File: config.mk
export PLATFORM = sky130hd
export DESIGN_NAME = stp_divmod
export DESIGN_NICKNAME = d
export VERILOG_FILES = /design/src/rtl/stp_pkg.sv /design/src/rtl/stp_divmod.sv
export SDC_FILE = /design/constraint.sdc
export NUM_CORES = 1
export LEC_CHECK = 0
export BUFFER_PORTS_ARGS = -buffer_cell sky130_fd_sc_hd__buf_2
export CAP_MARGIN = 25
export CORE_UTILIZATION = 45
export CTS_BUF_LIST = sky130_fd_sc_hd__clkbuf_8 sky130_fd_sc_hd__clkbuf_16
export DETAILED_ROUTE_END_ITERATION = 6
export HOLD_SLACK_MARGIN = 0.03
export PLACE_DENSITY = 0.66
export SLEW_MARGIN = 40
export SYNTH_ARGS = -nofsm -noshare
export SYNTH_HDL_FRONTEND = slang
export SYNTH_SLANG_ARGS = --single-unit
File: constraint.sdc
create_clock -name clk -period 8.8 [get_ports clk]
set_input_delay 0 -clock clk [delete_from_list [all_inputs] [get_ports clk]]
set_output_delay 0 -clock clk [all_outputs]
set_load 0.02 [all_outputs]
File: src/rtl/stp_pkg.sv
`timescale 1ns / 1ps
// ----------------------------------------------------------------------------
// stp_pkg
// Shared sizes, codes and item types of the software timer pool.
// ----------------------------------------------------------------------------
package stp_pkg;

  localparam int NUM_TIMERS = 32;
  localparam int IDX_W      = $clog2(NUM_TIMERS);
  localparam int CNT_W      = IDX_W + 1;
  localparam int LINK_W     = IDX_W + 1;
  localparam int MAX_OWNERS = 16;
  localparam int OWN_W      = $clog2(MAX_OWNERS);
  localparam int MOD_STEPS  = 33;
  localparam int MSTEP_W    = $clog2(MOD_STEPS + 1);

  localparam logic [LINK_W-1:0] LINK_NONE = {1'b1, {IDX_W{1'b0}}};

  localparam logic [1:0] OP_ADD    = 2'd0;
  localparam logic [1:0] OP_CANCEL = 2'd1;
  localparam logic [1:0] OP_KILL   = 2'd2;
  localparam logic [1:0] OP_TICK   = 2'd3;

  localparam logic [2:0] KIND_ADD_DONE    = 3'd0;
  localparam logic [2:0] KIND_CANCEL_DONE = 3'd1;
  localparam logic [2:0] KIND_KILL_DONE   = 3'd2;
  localparam logic [2:0] KIND_FIRE_DIE    = 3'd3;
  localparam logic [2:0] KIND_FIRE_REPEAT = 3'd4;
  localparam logic [2:0] KIND_CANCELLED   = 3'd5;
  localparam logic [2:0] KIND_TICK_DONE   = 3'd6;

  typedef struct packed {
    logic [1:0]  op;
    logic [31:0] delay;
    logic        repeat_req;
    logic [15:0] owner;
    logic [31:0] user_word;
    logic [31:0] timer_handle;
    logic [31:0] step_time;
  } in_item_t;

  typedef struct packed {
    logic [2:0]  kind;
    logic [31:0] handle_out;
    logic [31:0] elapsed;
    logic [15:0] owner_out;
    logic [31:0] user_out;
    logic        success;
    logic [5:0]  killed_count;
    logic        last;
  } out_item_t;

  typedef struct packed {
    logic [31:0]       handle;
    logic [15:0]       owner;
    logic [31:0]       user;
    logic [32:0]       rem;
    logic [31:0]       ivl;
    logic [LINK_W-1:0] prv;
    logic [LINK_W-1:0] nxt;
    logic              rep;
    logic              alive;
  } slot_rec_t;

  typedef struct packed {
    logic [15:0]      key;
    logic             wr_en;
    logic [OWN_W-1:0] wr_idx;
    logic             wr_vld;
    logic [15:0]      wr_owner;
    logic [31:0]      wr_handle;
  } own_req_t;

  typedef struct packed {
    logic             hit;
    logic [OWN_W-1:0] idx;
    logic [31:0]      head;
    logic             free_hit;
    logic [OWN_W-1:0] free_idx;
  } own_rsp_t;

  typedef struct packed {
    logic        start;
    logic [32:0] dividend;
    logic [31:0] divisor;
  } mod_req_t;

  typedef struct packed {
    logic        busy;
    logic        done;
    logic [31:0] rem;
  } mod_rsp_t;

endpackage

File: src/rtl/stp_divmod.sv
`timescale 1ns / 1ps
// ----------------------------------------------------------------------------
// stp_divmod
// Bit-serial remainder unit: one dividend bit per cycle.
// ----------------------------------------------------------------------------
module stp_divmod (
  input  logic              clk,
  input  logic              rst_n,
  input  stp_pkg::mod_req_t req,
  output stp_pkg::mod_rsp_t rsp
);

  logic                        busy_r, busy_nxt;
  logic                        done_r, done_nxt;
  logic [stp_pkg::MSTEP_W-1:0] cnt_r, cnt_nxt;
  logic [31:0]                 acc_r, acc_nxt;
  logic [32:0]                 dvd_r, dvd_nxt;
  logic [31:0]                 dsr_r, dsr_nxt;
  logic [32:0]                 trial;

  assign trial = {acc_r, dvd_r[32]};

  always_comb begin
    busy_nxt = busy_r;
    done_nxt = 1'b0;
    cnt_nxt  = cnt_r;
    acc_nxt  = acc_r;
    dvd_nxt  = dvd_r;
    dsr_nxt  = dsr_r;
    if (req.start) begin
      busy_nxt = 1'b1;
      cnt_nxt  = '0;
      acc_nxt  = '0;
      dvd_nxt  = req.dividend;
      dsr_nxt  = req.divisor;
    end else if (busy_r) begin
      if (trial >= {1'b0, dsr_r}) begin
        acc_nxt = 32'(trial - {1'b0, dsr_r});
      end else begin
        acc_nxt = trial[31:0];
      end
      dvd_nxt = {dvd_r[31:0], 1'b0};
      cnt_nxt = cnt_r + 1'b1;
      if (cnt_r == stp_pkg::MSTEP_W'(stp_pkg::MOD_STEPS - 1)) begin
        busy_nxt = 1'b0;
        done_nxt = 1'b1;
      end
    end
  end

  always_ff @(posedge clk) begin
    if (!rst_n) begin
      busy_r <= 1'b0;
      done_r <= 1'b0;
      cnt_r  <= '0;
    end else begin
      busy_r <= busy_nxt;
      done_r <= done_nxt;
      cnt_r  <= cnt_nxt;
    end
    acc_r <= acc_nxt;
    dvd_r <= dvd_nxt;
    dsr_r <= dsr_nxt;
  end

  assign rsp.busy = busy_r;
  assign rsp.done = done_r;
  assign rsp.rem  = acc_r;

endmodule

==> metrics.md <==
| Metric | Value |
|---|---|
| First-pass GRT wire length | `24,000 um` |
| Setup violators final | `0` |
| Number of routed nets with antenna violations | `0` |
| Finished Layout Cells | `929` |
| H-tree levels | `3` |
| Post-synthesis cell type count | `62` |
| DR iter-0 viols | `303` |
| Ys Warns | `0` |
| CTS tree | `yes` |
| Post-synth top flop | `edfxtp_1` |
| Detailed placer's ending HPWL | `9650 um` |
| Vias in the first global route | `5,004` |
| Total power | `1.35 mW` |
| Hold WS | `0.148 ns` |
| Number of diodes | `0` |
| Worst slack, placed | `5.38 ns` |
| Cells after Synth | `599` |
| Critical Path RT | `9.07 ns` |
| CORE AREA | `12,800 um2` |
| IO buf count | `101` |
| Rel. slew slack | `0.458` |
| Die H | `118 um` |
| Min-delay src | `req[65]` |
| RSZ-0062 raised after global routing | `no` |
| Power Density | `177 nW/um2` |
| Clock latency on the worst-skew pair | `0.36 ns` |
| Initial core utilization | `0.470` |
| Root Buffer | `clkbuf_16` |
| Final worst slack | `5.32 ns` |
| P&R area growth vs syn | `26.3%` |
| Net Count, Synth | `702` |
| Setup_tns | `0 ns` |
| R2R setup slack | `5.32 ns` |
| Wirelength per Cell | `15.2 um` |
| Leakage dissipation | `3.22 nW` |
| Crit Path Class | `flop to flop` |
| Minimum clock period | `3.48 ns` |
| IO Count | `102` |
| WHS Path Cells | `1` |
| Number of core rows | `41` |
| Mapped Area | `6030 um2` |
| Total wire length | `14,100 um` |
| CTS clk-pin slew, worst paths | `0.07 ns` |
| Drt via density | `5.39` |
| Layout cells sized above 1 | `0.221` |
| CP startpoint kind | `flop` |
| Crit path DAT | `3.75 ns` |
| Period utilization | `0.396` |
| Gpl congestion | `0.857` |
| F_max | `287 MHz` |
| Total CTS buffers | `9` |
| R2R Path Start | `dsr_r[2]$_DFFE_PP_` |
| Commonest non-fill, non-tap cell in the layout | `buf_2` |
| Post-cts repair resize count | `0` |
| Seq/Total Area, Yosys | `0.457` |
| Hold Vio Cnt, Final | `0` |
| DIE AREA | `13,900 um2` |
| Max Cap Viol | `0` |
| Total of fill cells in the finished design | `1,137` |
| Largest net degree at the start of global routing | `69` |
| Hold Path Class | `input pin to flop` |
| Tot GR Track Use | `0.215` |
| Tightest Pin Transition | `0.812 ns` |
| RR Endpoint | `acc_r[10]$_SDFFE_PP0P_` |
| Synthesized flop and latch total | `105` |
| Final nets | `855` |
| Pre-Repair DR Iteration Count | `4` |
| Worst r2r path cells | `11` |
| # DRC | `0` |
| Post-CTS setup buffers | `0` |
| Final Max Slew Viols | `0` |
| Post-synth ARST share | `0` |
| Antenna violations before repair | `0` |
| Gr ovfl total | `0` |
| Via Count | `5,005` |
| Die Width | `118 um` |
| Clock Sinks | `105` |
| Average cell area after synthesis | `10.1 um2` |
| Hold bufs inserted after CTS | `66` |
| Max Root-Sink Buffers | `2` |
| Worst VDD drop | `0.104 mV` |
| Commonest cells after routing, fill and taps aside | `100 x buf_2, 66 x dlygate4sd3_1, 65 x edfxtp_1` |
| Number of flops mapped to enable cells by yosys | `65` |
| Status | `finished clean` |
| Hold EP | `dsr_r[24]$_DFFE_PP_` |
| DP Cell Count | `847` |
| Crit end category | `flop` |
| Worst clock skew | `0.0111 ns` |
| Max Fanout on Critical Path | `20` |
-- through the flow --
stage	instance area, um2	util
floorplan	6030	-
global placement	6640	0.518
detailed placement	6640	0.518
CTS	7610	0.594
global route	7610	0.594
finish	7610	0.594
-- registers in the layout, summed over array words and instances (netlist names) --
name and flops:
acc_r 32, done_r 1, dvd_r 33, cnt_r 6
busy_r 1, dsr_r 32
-- cells in the mapped netlist, types with 3 or more instances --
master	n	share of area
edfxtp_1	65	0.32
nand2_1	63	0.039
nor2_1	51	0.032
inv_1	44	0.027
dfxtp_1	40	0.13
a21oi_1	37	0.031
ha_1	34	0.071
mux2_2	32	0.060
clkbuf_1	21	0.013
o21ai_0	20	0.017
a311oi_1	17	0.025
xnor2_1	17	0.025
a211oi_1	16	0.020
mux2i_1	13	0.022
xor2_1	12	0.017
nand3_1	11	0.0091
a21o_1	9	0.011
and3_1	8	0.0083
a31oi_1	6	0.0062
and2_1	6	0.0062
nand2b_1	4	0.0042
nand4_1	4	0.0042
or3_1	4	0.0042
and4_1	3	0.0044
buf_2	3	0.0025
buf_4	3	0.0037
nor2b_1	3	0.0031
nor3_1	3	0.0025
o211ai_1	3	0.0037
o21a_1	3	0.0037
o31ai_1	3	0.0037
-- critical path, cell delays in order, from the launching register on --
cell and delay [ns]:
edfxtp_1 0.33, inv_1 0.05, ha_1 0.36, nor2_1 0.06, a211oi_1 0.40, o211ai_1 0.23
a21oi_1 0.42, a311oi_1 0.21, nor2_2 0.46, buf_4 0.42, o311ai_1 0.16, a311oi_1 0.28
-- cell families (layout without fill, tap and decap cells) --
group / Yosys count / count (layout) / share of synthesized area
and+or+nand+nor: 172 / 172 / 0.132
AOI/OAI and AO/OA: 140 / 140 / 0.163
buffers and inverters: 73 / 231 / 0.0504
muxes: 45 / 45 / 0.0814
xor gates and xnor gates: 29 / 29 / 0.0421
adders and majority gates: 35 / 35 / 0.0739
DFF: 105 / 105 / 0.457
-- routing by layer --
layer  up-vias  wire, um  part of all wire  GRT usage
met3        24       755             0.054     0.0533
met5         -         0                 0          0
met2       119      6690              0.47      0.352
li1       2490         -                 -          -
met1      2372      6340              0.45      0.274
met4         0       296             0.021     0.0761
-- report_power, final --
group          leakage [nW]  internal [mW]  switching, mW
clock                 0.149          0.226          0.196
sequential            0.975          0.569         0.0210
combinational          2.10          0.148          0.189
total                  3.22          0.942          0.406
-- area by class of cell --
class | instances | area (um2) | share of cell area
Clock buffer | 9 | 225 | 0.0296
Sequential cell | 105 | 2750 | 0.362
Timing Repair Buffer | 171 | 1200 | 0.157
Multi-Input combinational cell | 421 | 2970 | 0.390
Inverter | 44 | 165 | 0.0217
Tap cell | 172 | 215 | 0.0283
Clock inverter | 7 | 83.8 | 0.0110
-- how the worst max path moves through the flow --
stage	startpoint	to	slack, ns	cells past startpoint
CTS	dsr_r[2]$_DFFE_PP_	acc_r[10]$_SDFFE_PP0P_	5.33	11
global route	dsr_r[2]$_DFFE_PP_	acc_r[27]$_SDFFE_PP0P_	5.00	11
detailed placement	dsr_r[2]$_DFFE_PP_	acc_r[23]$_SDFFE_PP0P_	5.38	11
finish	dsr_r[2]$_DFFE_PP_	acc_r[10]$_SDFFE_PP0P_	5.32	11
global placement	dsr_r[2]$_DFFE_PP_	acc_r[10]$_SDFFE_PP0P_	5.52	11
floorplan	dvd_r[32]$_DFFE_PP_	acc_r[28]$_SDFFE_PP0P_	6.01	12
(Power assumes the default switching activity.)
