==> config.mk <==
export PLATFORM = sky130hd
export DESIGN_NAME = stp_owner_tbl
export DESIGN_NICKNAME = d
export VERILOG_FILES = /design/src/rtl/stp_pkg.sv /design/src/rtl/stp_owner_tbl.sv
export SDC_FILE = /design/constraint.sdc
export NUM_CORES = 1
export LEC_CHECK = 0
export ABC_AREA = 0
export ABC_CLOCK_PERIOD_IN_PS = 6100
export BUFFER_PORTS_ARGS = -buffer_cell sky130_fd_sc_hd__buf_4
export CORE_MARGIN = 2
export CORE_UTILIZATION = 55
export DETAILED_ROUTE_END_ITERATION = 8
export GPL_TIMING_DRIVEN = 1
export PLACE_DENSITY_LB_ADDON = 0.2
export SLEW_MARGIN = 20
export SYNTH_ARGS = -nofsm -noshare
export SYNTH_HDL_FRONTEND = slang
export SYNTH_SLANG_ARGS = --single-unit
==> constraint.sdc <==
create_clock -name clk -period 6.1 [get_ports clk]
set_clock_uncertainty 0.1 [all_clocks]
set_input_delay 0.61 -clock clk [delete_from_list [all_inputs] [get_ports clk]]
set_output_delay 0.61 -clock clk [all_outputs]
set_load 0.02 [all_outputs]
==> src/rtl/stp_pkg.sv <==
`timescale 1ns / 1ps
// ----------------------------------------------------------------------------
// stp_pkg
// Shared sizes, codes and item types of the software timer pool.
// ----------------------------------------------------------------------------
package stp_pkg;

  localparam int NUM_TIMERS = 32;
  localparam int IDX_W      = $clog2(NUM_TIMERS);
  localparam int CNT_W      = IDX_W + 1;
  localparam int LINK_W     = IDX_W + 1;
  localparam int MAX_OWNERS = 16;
  localparam int OWN_W      = $clog2(MAX_OWNERS);
  localparam int MOD_STEPS  = 33;
  localparam int MSTEP_W    = $clog2(MOD_STEPS + 1);

  localparam logic [LINK_W-1:0] LINK_NONE = {1'b1, {IDX_W{1'b0}}};

  localparam logic [1:0] OP_ADD    = 2'd0;
  localparam logic [1:0] OP_CANCEL = 2'd1;
  localparam logic [1:0] OP_KILL   = 2'd2;
  localparam logic [1:0] OP_TICK   = 2'd3;

  localparam logic [2:0] KIND_ADD_DONE    = 3'd0;
  localparam logic [2:0] KIND_CANCEL_DONE = 3'd1;
  localparam logic [2:0] KIND_KILL_DONE   = 3'd2;
  localparam logic [2:0] KIND_FIRE_DIE    = 3'd3;
  localparam logic [2:0] KIND_FIRE_REPEAT = 3'd4;
  localparam logic [2:0] KIND_CANCELLED   = 3'd5;
  localparam logic [2:0] KIND_TICK_DONE   = 3'd6;

  typedef struct packed {
    logic [1:0]  op;
    logic [31:0] delay;
    logic        repeat_req;
    logic [15:0] owner;
    logic [31:0] user_word;
    logic [31:0] timer_handle;
    logic [31:0] step_time;
  } in_item_t;

  typedef struct packed {
    logic [2:0]  kind;
    logic [31:0] handle_out;
    logic [31:0] elapsed;
    logic [15:0] owner_out;
    logic [31:0] user_out;
    logic        success;
    logic [5:0]  killed_count;
    logic        last;
  } out_item_t;

  typedef struct packed {
    logic [31:0]       handle;
    logic [15:0]       owner;
    logic [31:0]       user;
    logic [32:0]       rem;
    logic [31:0]       ivl;
    logic [LINK_W-1:0] prv;
    logic [LINK_W-1:0] nxt;
    logic              rep;
    logic              alive;
  } slot_rec_t;

  typedef struct packed {
    logic [15:0]      key;
    logic             wr_en;
    logic [OWN_W-1:0] wr_idx;
    logic             wr_vld;
    logic [15:0]      wr_owner;
    logic [31:0]      wr_handle;
  } own_req_t;

  typedef struct packed {
    logic             hit;
    logic [OWN_W-1:0] idx;
    logic [31:0]      head;
    logic             free_hit;
    logic [OWN_W-1:0] free_idx;
  } own_rsp_t;

  typedef struct packed {
    logic        start;
    logic [32:0] dividend;
    logic [31:0] divisor;
  } mod_req_t;

  typedef struct packed {
    logic        busy;
    logic        done;
    logic [31:0] rem;
  } mod_rsp_t;

endpackage

==> src/rtl/stp_owner_tbl.sv <==
`timescale 1ns / 1ps
// ----------------------------------------------------------------------------
// stp_owner_tbl
// Owner table: head handle of each owner's list, searched by owner tag.
// ----------------------------------------------------------------------------
module stp_owner_tbl (
  input  logic              clk,
  input  logic              rst_n,
  input  stp_pkg::own_req_t req,
  output stp_pkg::own_rsp_t rsp
);

  logic [stp_pkg::MAX_OWNERS-1:0] vld_r;
  logic [15:0]                    own_r [stp_pkg::MAX_OWNERS];
  logic [31:0]                    hdl_r [stp_pkg::MAX_OWNERS];

  always_comb begin
    rsp.hit      = 1'b0;
    rsp.idx      = '0;
    rsp.free_hit = 1'b0;
    rsp.free_idx = '0;
    for (int k = stp_pkg::MAX_OWNERS - 1; k >= 0; k--) begin
      if (vld_r[k] && own_r[k] == req.key) begin
        rsp.hit = 1'b1;
        rsp.idx = stp_pkg::OWN_W'(k);
      end
      if (!vld_r[k]) begin
        rsp.free_hit = 1'b1;
        rsp.free_idx = stp_pkg::OWN_W'(k);
      end
    end
    rsp.head = hdl_r[rsp.idx];
  end

  always_ff @(posedge clk) begin
    if (!rst_n) begin
      vld_r <= '0;
    end else if (req.wr_en) begin
      vld_r[req.wr_idx] <= req.wr_vld;
    end
    if (req.wr_en) begin
      own_r[req.wr_idx] <= req.wr_owner;
      hdl_r[req.wr_idx] <= req.wr_handle;
    end
  end

endmodule

==> results.toml, run 1 <==
[route]
route.detailed.drc = 0
wl_per_cell_um = 27.5
initialDrtViolationCount = 2010
viasPerCell = 6.24
drtPass1Iterations = 6
num_vias = 19400
wl_um = 85400
postRouteAntennaNets = 0

[power_and_ir_drop]
ir_drop_v = 0.000240
p_leak_uw = 0.0119
power_per_cell_area_nw_per_um2 = 301
total_power_uw = 11400

[floorplan]
start_util_pct = 55.4
io_pins = 114
row_count = 90
die-height_um = 250
dieArea_um2 = 62500
core-area_um2 = 60000
die_x_um = 250

[sta]
setup_viol = 0
fmax_mhz = 173
slew_viol_final = 0
relSlewSlack_pct = 31.1
setup_tns_ns = 0
period_needed_ns = 5.80
rsz0062_at_grt = "no"
hold_viol = 0
period_share_pct = 95.0
worstMarginPinSlew_ns = 1.03

[clocking]
cts_buffer_depth = 3
cts_tree = "yes"
clk_pin_slew_worst_paths_ns = 0.06
numCtsBuffers = 80
clockRootBuffer = "clkbuf_16"
clock_latency_ns = 0.62
cts_hold_buf = 0
cts_sinks = 784
cts-resized-gates = 0
post_cts_buffers = 0
htree_levels = 3

[flow_run]
cap_violations = 0

[global_route]
grt_pass1_wl_um = 125000
antenna_found_initial = 2
first_global_vias = 19300
grt_usage_pct = 27.3
grt_overflow_total = 0
grt_max_degree = 67

[worst_setup_path]
cp.required_ns = 5.39
path_class = "flop to primary output"
cp-end-kind = "primary output"
arrival_ns = 5.09
cp_max_fo = 28
critPathLaunchType = "flop"
r2r_setup_slack_ns = 5.01

[synth]
synth_cells = 2094
synth_warnings = 0
synth_top_area_share_pct = 69.3
synthArstFlopShare_pct = 0
synth_area_leader_cell = "edfxtp_1"
synth_commonest_cells = "768 x edfxtp_1, 214 x mux2i_1, 132 x xnor2_1"
syn-cell-area_um2 = 33300
synth.most_common_cell = "edfxtp_1"
synth_edf_count = 768
synth-seq-cells = 784
synthFlopType = "edfxtp_1"
syn_nets = 2166
synth_cell_types = 72
synth.area.top_cells = "edfxtp_1 69%, mux2i_1 6.4%, xnor2_1 3.5%"
avgSynthCellArea_um2 = 15.9
yosysSeqAreaShare_pct = 70.3

[cells_and_area]
area_growth_pct = 14.0
layout-drive-gt1-share_pct = 16.3
diodes = 0
final_cells = 3106
multiInputGateArea_um2 = 9450
fillers = 4318
regArea_um2 = 23400
fin_nets = 2331

[place]
place_congestion = 0.942
port_buffers = 113
placed_cells_incl_taps = 2959
dpl.hpwl_um = 51200

[status]
status = "completed"

[worst_hold_path]
hp-class = "input port to flop"
## power by group
group	internal, µW	switching, µW
registers	6020	34.2
clock network	2840	2040
logic	151	329
total	9020	2410
## path summary, 6_finish.rpt
kind	from	endpoint	cells after the start
worst min register to register	vld_r[5]	vld_r[5]	2
worst min-delay path	req[17]	hdl_r[15][17]	1
worst max register to register	vld_r[14]	vld_r[14]	2
worst max-delay path	own_r[12][2]	rsp[13]	12
## area by class of cell
type | instances | area share, %
Timing Repair Buffer | 175 | 3.81
Clock buffer | 98 | 5.62
Tap cell | 782 | 2.58
Sequential cell | 784 | 61.7
Multi-Input combinational cell | 1209 | 24.9
Inverter | 9 | 0.0891
Clock inverter | 49 | 1.30
## placed cells by master, fill, tap and decap left out, types with 9 or more instances in the layout
cell / n
clkinv_1: 17
edfxtp_1: 768
mux2i_1: 214
clkinv_2: 12
a221oi_1: 10
buf_4: 165
nand3_1: 31
nor2_1: 43
a22o_1: 34
nor2_4: 12
nor4b_1: 14
nand2_1: 106
mux2_2: 32
xnor2_1: 132
buf_12: 9
clkbuf_1: 14
or4_1: 22
nor4_1: 41
a21boi_0: 15
mux2_1: 18
clkbuf_16: 82
and4_1: 9
or3_1: 29
o22ai_1: 56
nor2b_1: 10
nand4_1: 50
o21ai_0: 44
inv_1: 9
xor2_1: 125
dfxtp_1: 16
mux2_4: 20
nor3_1: 24
## state kept, by name, summed over array words and instances, names as in the netlist
| signal | cells |
|---|---|
| hdl_r | 512 |
| own_r | 256 |
| vld_r | 16 |
## cells by family (layout without fill, tap and decap cells)
family | count (synthesis) | in the layout | synth area share (%)
muxes | 284 | 284 | 9.04
DFF | 784 | 784 | 70.3
buffers and inverters | 101 | 331 | 1.75
xor gates and xnor gates | 257 | 257 | 6.77
AOI/OAI and AO/OA | 218 | 218 | 4.59
and+or+nand+nor | 450 | 450 | 7.55
## critical path, stage by stage, from the launching register on
cell and delay (ns):
edfxtp_1 0.37, xor2_1 0.16, or4_1 0.58, nor4_1 0.44, a32oi_1 0.29, a311o_1 0.45
a21oi_4 0.51, buf_12 0.30, mux2_2 0.36, o21ai_0 0.21, o22ai_1 0.14, or3_1 0.43
buf_4 0.18
## routing by layer
| metal | up-vias | track usage (%) | wire length (µm) |
|---|---|---|---|
| met5 | - | 0 | 20 |
| met4 | 4 | 9.41 | 2520 |
| met3 | 164 | 4.19 | 6680 |
| met2 | 838 | 43.9 | 40700 |
| met1 | 9892 | 38.4 | 35500 |
| li1 | 8485 | - | - |
## through the flow
stage / setup slack, ns / area (µm²) / utilization, % / hold slack (ns)
2_1_floorplan: 0.835 / 33300 / - / 0.393
3_3_place_gp: 0.515 / 35200 / 58.7 / 0.481
3_5_place_dp: 0.493 / 35300 / 58.8 / 0.493
4_1_cts: 0.336 / 37900 / 63.2 / 0.123
5_1_grt: 0.227 / 37900 / 63.2 / 0.158
6_report: 0.303 / 37900 / 63.2 / 0.159
Note: power is estimated with default switching activity, not from simulation.
==> run 2, diff against run 1 <==
--- a/config.mk
+++ b/config.mk
@@ -8,11 +8,13 @@
 export ABC_AREA = 0
 export ABC_CLOCK_PERIOD_IN_PS = 6100
 export BUFFER_PORTS_ARGS = -buffer_cell sky130_fd_sc_hd__buf_4
+export CORE_ASPECT_RATIO = 0.8
 export CORE_MARGIN = 2
 export CORE_UTILIZATION = 55
 export DETAILED_ROUTE_END_ITERATION = 8
 export GPL_TIMING_DRIVEN = 1
 export PLACE_DENSITY_LB_ADDON = 0.2
+export SETUP_SLACK_MARGIN = 0.5
 export SLEW_MARGIN = 20
 export SYNTH_ARGS = -nofsm -noshare
 export SYNTH_HDL_FRONTEND = slang
==> results.toml, run 2 (synthesis gave the netlist of run 1 again) <==
[cells_and_area]
top_regs = "hdl_r: 512 flops, own_r: 256 flops, vld_r: 16 flops"
layout_common_cells = "768 x edfxtp_1, 214 x mux2i_1, 169 x buf_4"
final_cells = 3103
fin_nets = 2335
final_core_util_pct = 63.3
largest_reg_flops = 512
area_growth_pct = 13.8
fin_area_um2 = 37800
diodes = 0
layout-drive-gt1-share_pct = 16.3
layout_commonest_cell = "edfxtp_1"
fillers = 4222
top_register = "hdl_r"

[power_and_ir_drop]
total_power_uw = 11200
ir_drop_v = 0.000217
p_leak_uw = 0.0118
power_per_cell_area_nw_per_um2 = 295

[worst_hold_path]
hold_start = "req[8]"
hp-class = "input port to flop"

[worst_setup_path]
path_class = "flop to primary output"
slowest_delay_ns = 0.59
cp-end-kind = "primary output"
cp_max_fo = 24
worstPathCellList = "xor2_1 > or4_1 > or4_1 > and2_1 > nand3_1 > or4_1 > nor2_2 > nand2_1 > buf_4 > o22ai_1 > or3_1 > buf_4"
critPathLaunchType = "flop"
path_delay_family = "simple AND/OR/NAND/NOR gates"
startpoint = "own_r[1][8]"
critPathSlowestCell = "or4_1"
cpMostUsedCell = "or4_1"
cp.required_ns = 5.39
arrival_ns = 4.70
critPathBufInv = 2
worstReg2RegStart = "vld_r[10]"

[global_route]
antenna_found_initial = 1
grt_overflow_total = 0
first_global_vias = 19100
grt_usage_pct = 27.8
grt_pass1_wl_um = 126000
grt_max_degree = 46

[sta]
fmax_mhz = 185
relSlewSlack_pct = 25.2
rsz0062_at_grt = "no"
period_needed_ns = 5.41
setup_viol = 0
worstMarginPinSlew_ns = 1.11
slew_viol_final = 0
hold_viol = 0
setup_tns_ns = 0
period_share_pct = 88.7

[route]
postRouteAntennaNets = 0
wl_um = 86300
viasPerCell = 6.31
route.detailed.drc = 0
wl_per_cell_um = 27.8
num_vias = 19600
drtPass1Iterations = 8
initialDrtViolationCount = 2474

[clocking]
cts_buffer_depth = 3
clock_latency_ns = 0.61
cts_sinks = 784
clockRootBuffer = "clkbuf_16"
cts_tree = "yes"
clk_pin_slew_worst_paths_ns = 0.06
numCtsBuffers = 76
htree_levels = 3

[floorplan]
row_count = 80
core-area_um2 = 59800
io_pins = 114
die_x_um = 279
die-height_um = 224
start_util_pct = 55.7
dieArea_um2 = 62500

[status]
status = "completed"

[place]
place_area_um2 = 35300
dpl.hpwl_um = 51800
place_congestion = 0.923
port_buffers = 113
placed_cells_incl_taps = 2960

[flow_run]
cap_violations = 0
-- run 2: cell count changes in the layout (fill, tap and decap cells not counted), moves of 2 or more --
| cell | delta |
|---|---|
| buf_12 | +4 |
| clkinv_1 | -2 |
| clkbuf_16 | -4 |
| clkbuf_1 | +2 |
| buf_4 | +4 |
-- run 2: final timing paths --
check | end | slack (ns) | cells after the start
worst max-delay path | rsp[36] | 0.69 | 12
worst min-delay path | hdl_r[1][8] | 0.19 | 1
worst max register to register | vld_r[10] | 4.95 | 2
worst min register to register | vld_r[7] | 0.51 | 2
-- run 2: area by class of cell --
type / instances / area (µm²) / area share (%)
Clock buffer: 95 / 2030 / 5.35
Clock inverter: 44 / 425 / 1.12
Inverter: 9 / 33.8 / 0.0893
Multi-Input combinational cell: 1209 / 9460 / 25.0
Sequential cell: 784 / 23400 / 61.8
Tap cell: 779 / 975 / 2.58
Timing Repair Buffer: 183 / 1540 / 4.07
-- run 2: per-stage QoR --
step                      hold WS, ns  worst slack, ns
after floorplan                 0.393            0.835
after global placement          0.486            0.641
after detailed placement        0.500            0.629
after CTS                       0.158            0.507
after global routing            0.174            0.509
final                           0.192            0.687
-- run 2: per-layer routing --
metal | up-vias | global-route usage, % | share of wire, %
li1 | 8506 | - | -
met1 | 9826 | 42.0 | 43
met2 | 1082 | 41.6 | 45
met3 | 150 | 5.34 | 10
met4 | 2 | 7.56 | 2.4
met5 | - | 0 | 0.013
-- run 2: report_power, final --
part / leakage, µW / switching, µW / internal [µW]
Clock: 0.00119 / 1970 / 2670
Sequential: 0.00707 / 33.1 / 6020
Combinational: 0.00358 / 335 / 149
Total: 0.0118 / 2340 / 8840
-- run 2: timing repair --
action	CTS	global route
pin swaps	1	1
gates resized for setup	0	1
setup buffers	0	4
endpoints found under the hold margin	0	0
hold buffers	0	0
setup endpoints to repair	1	32
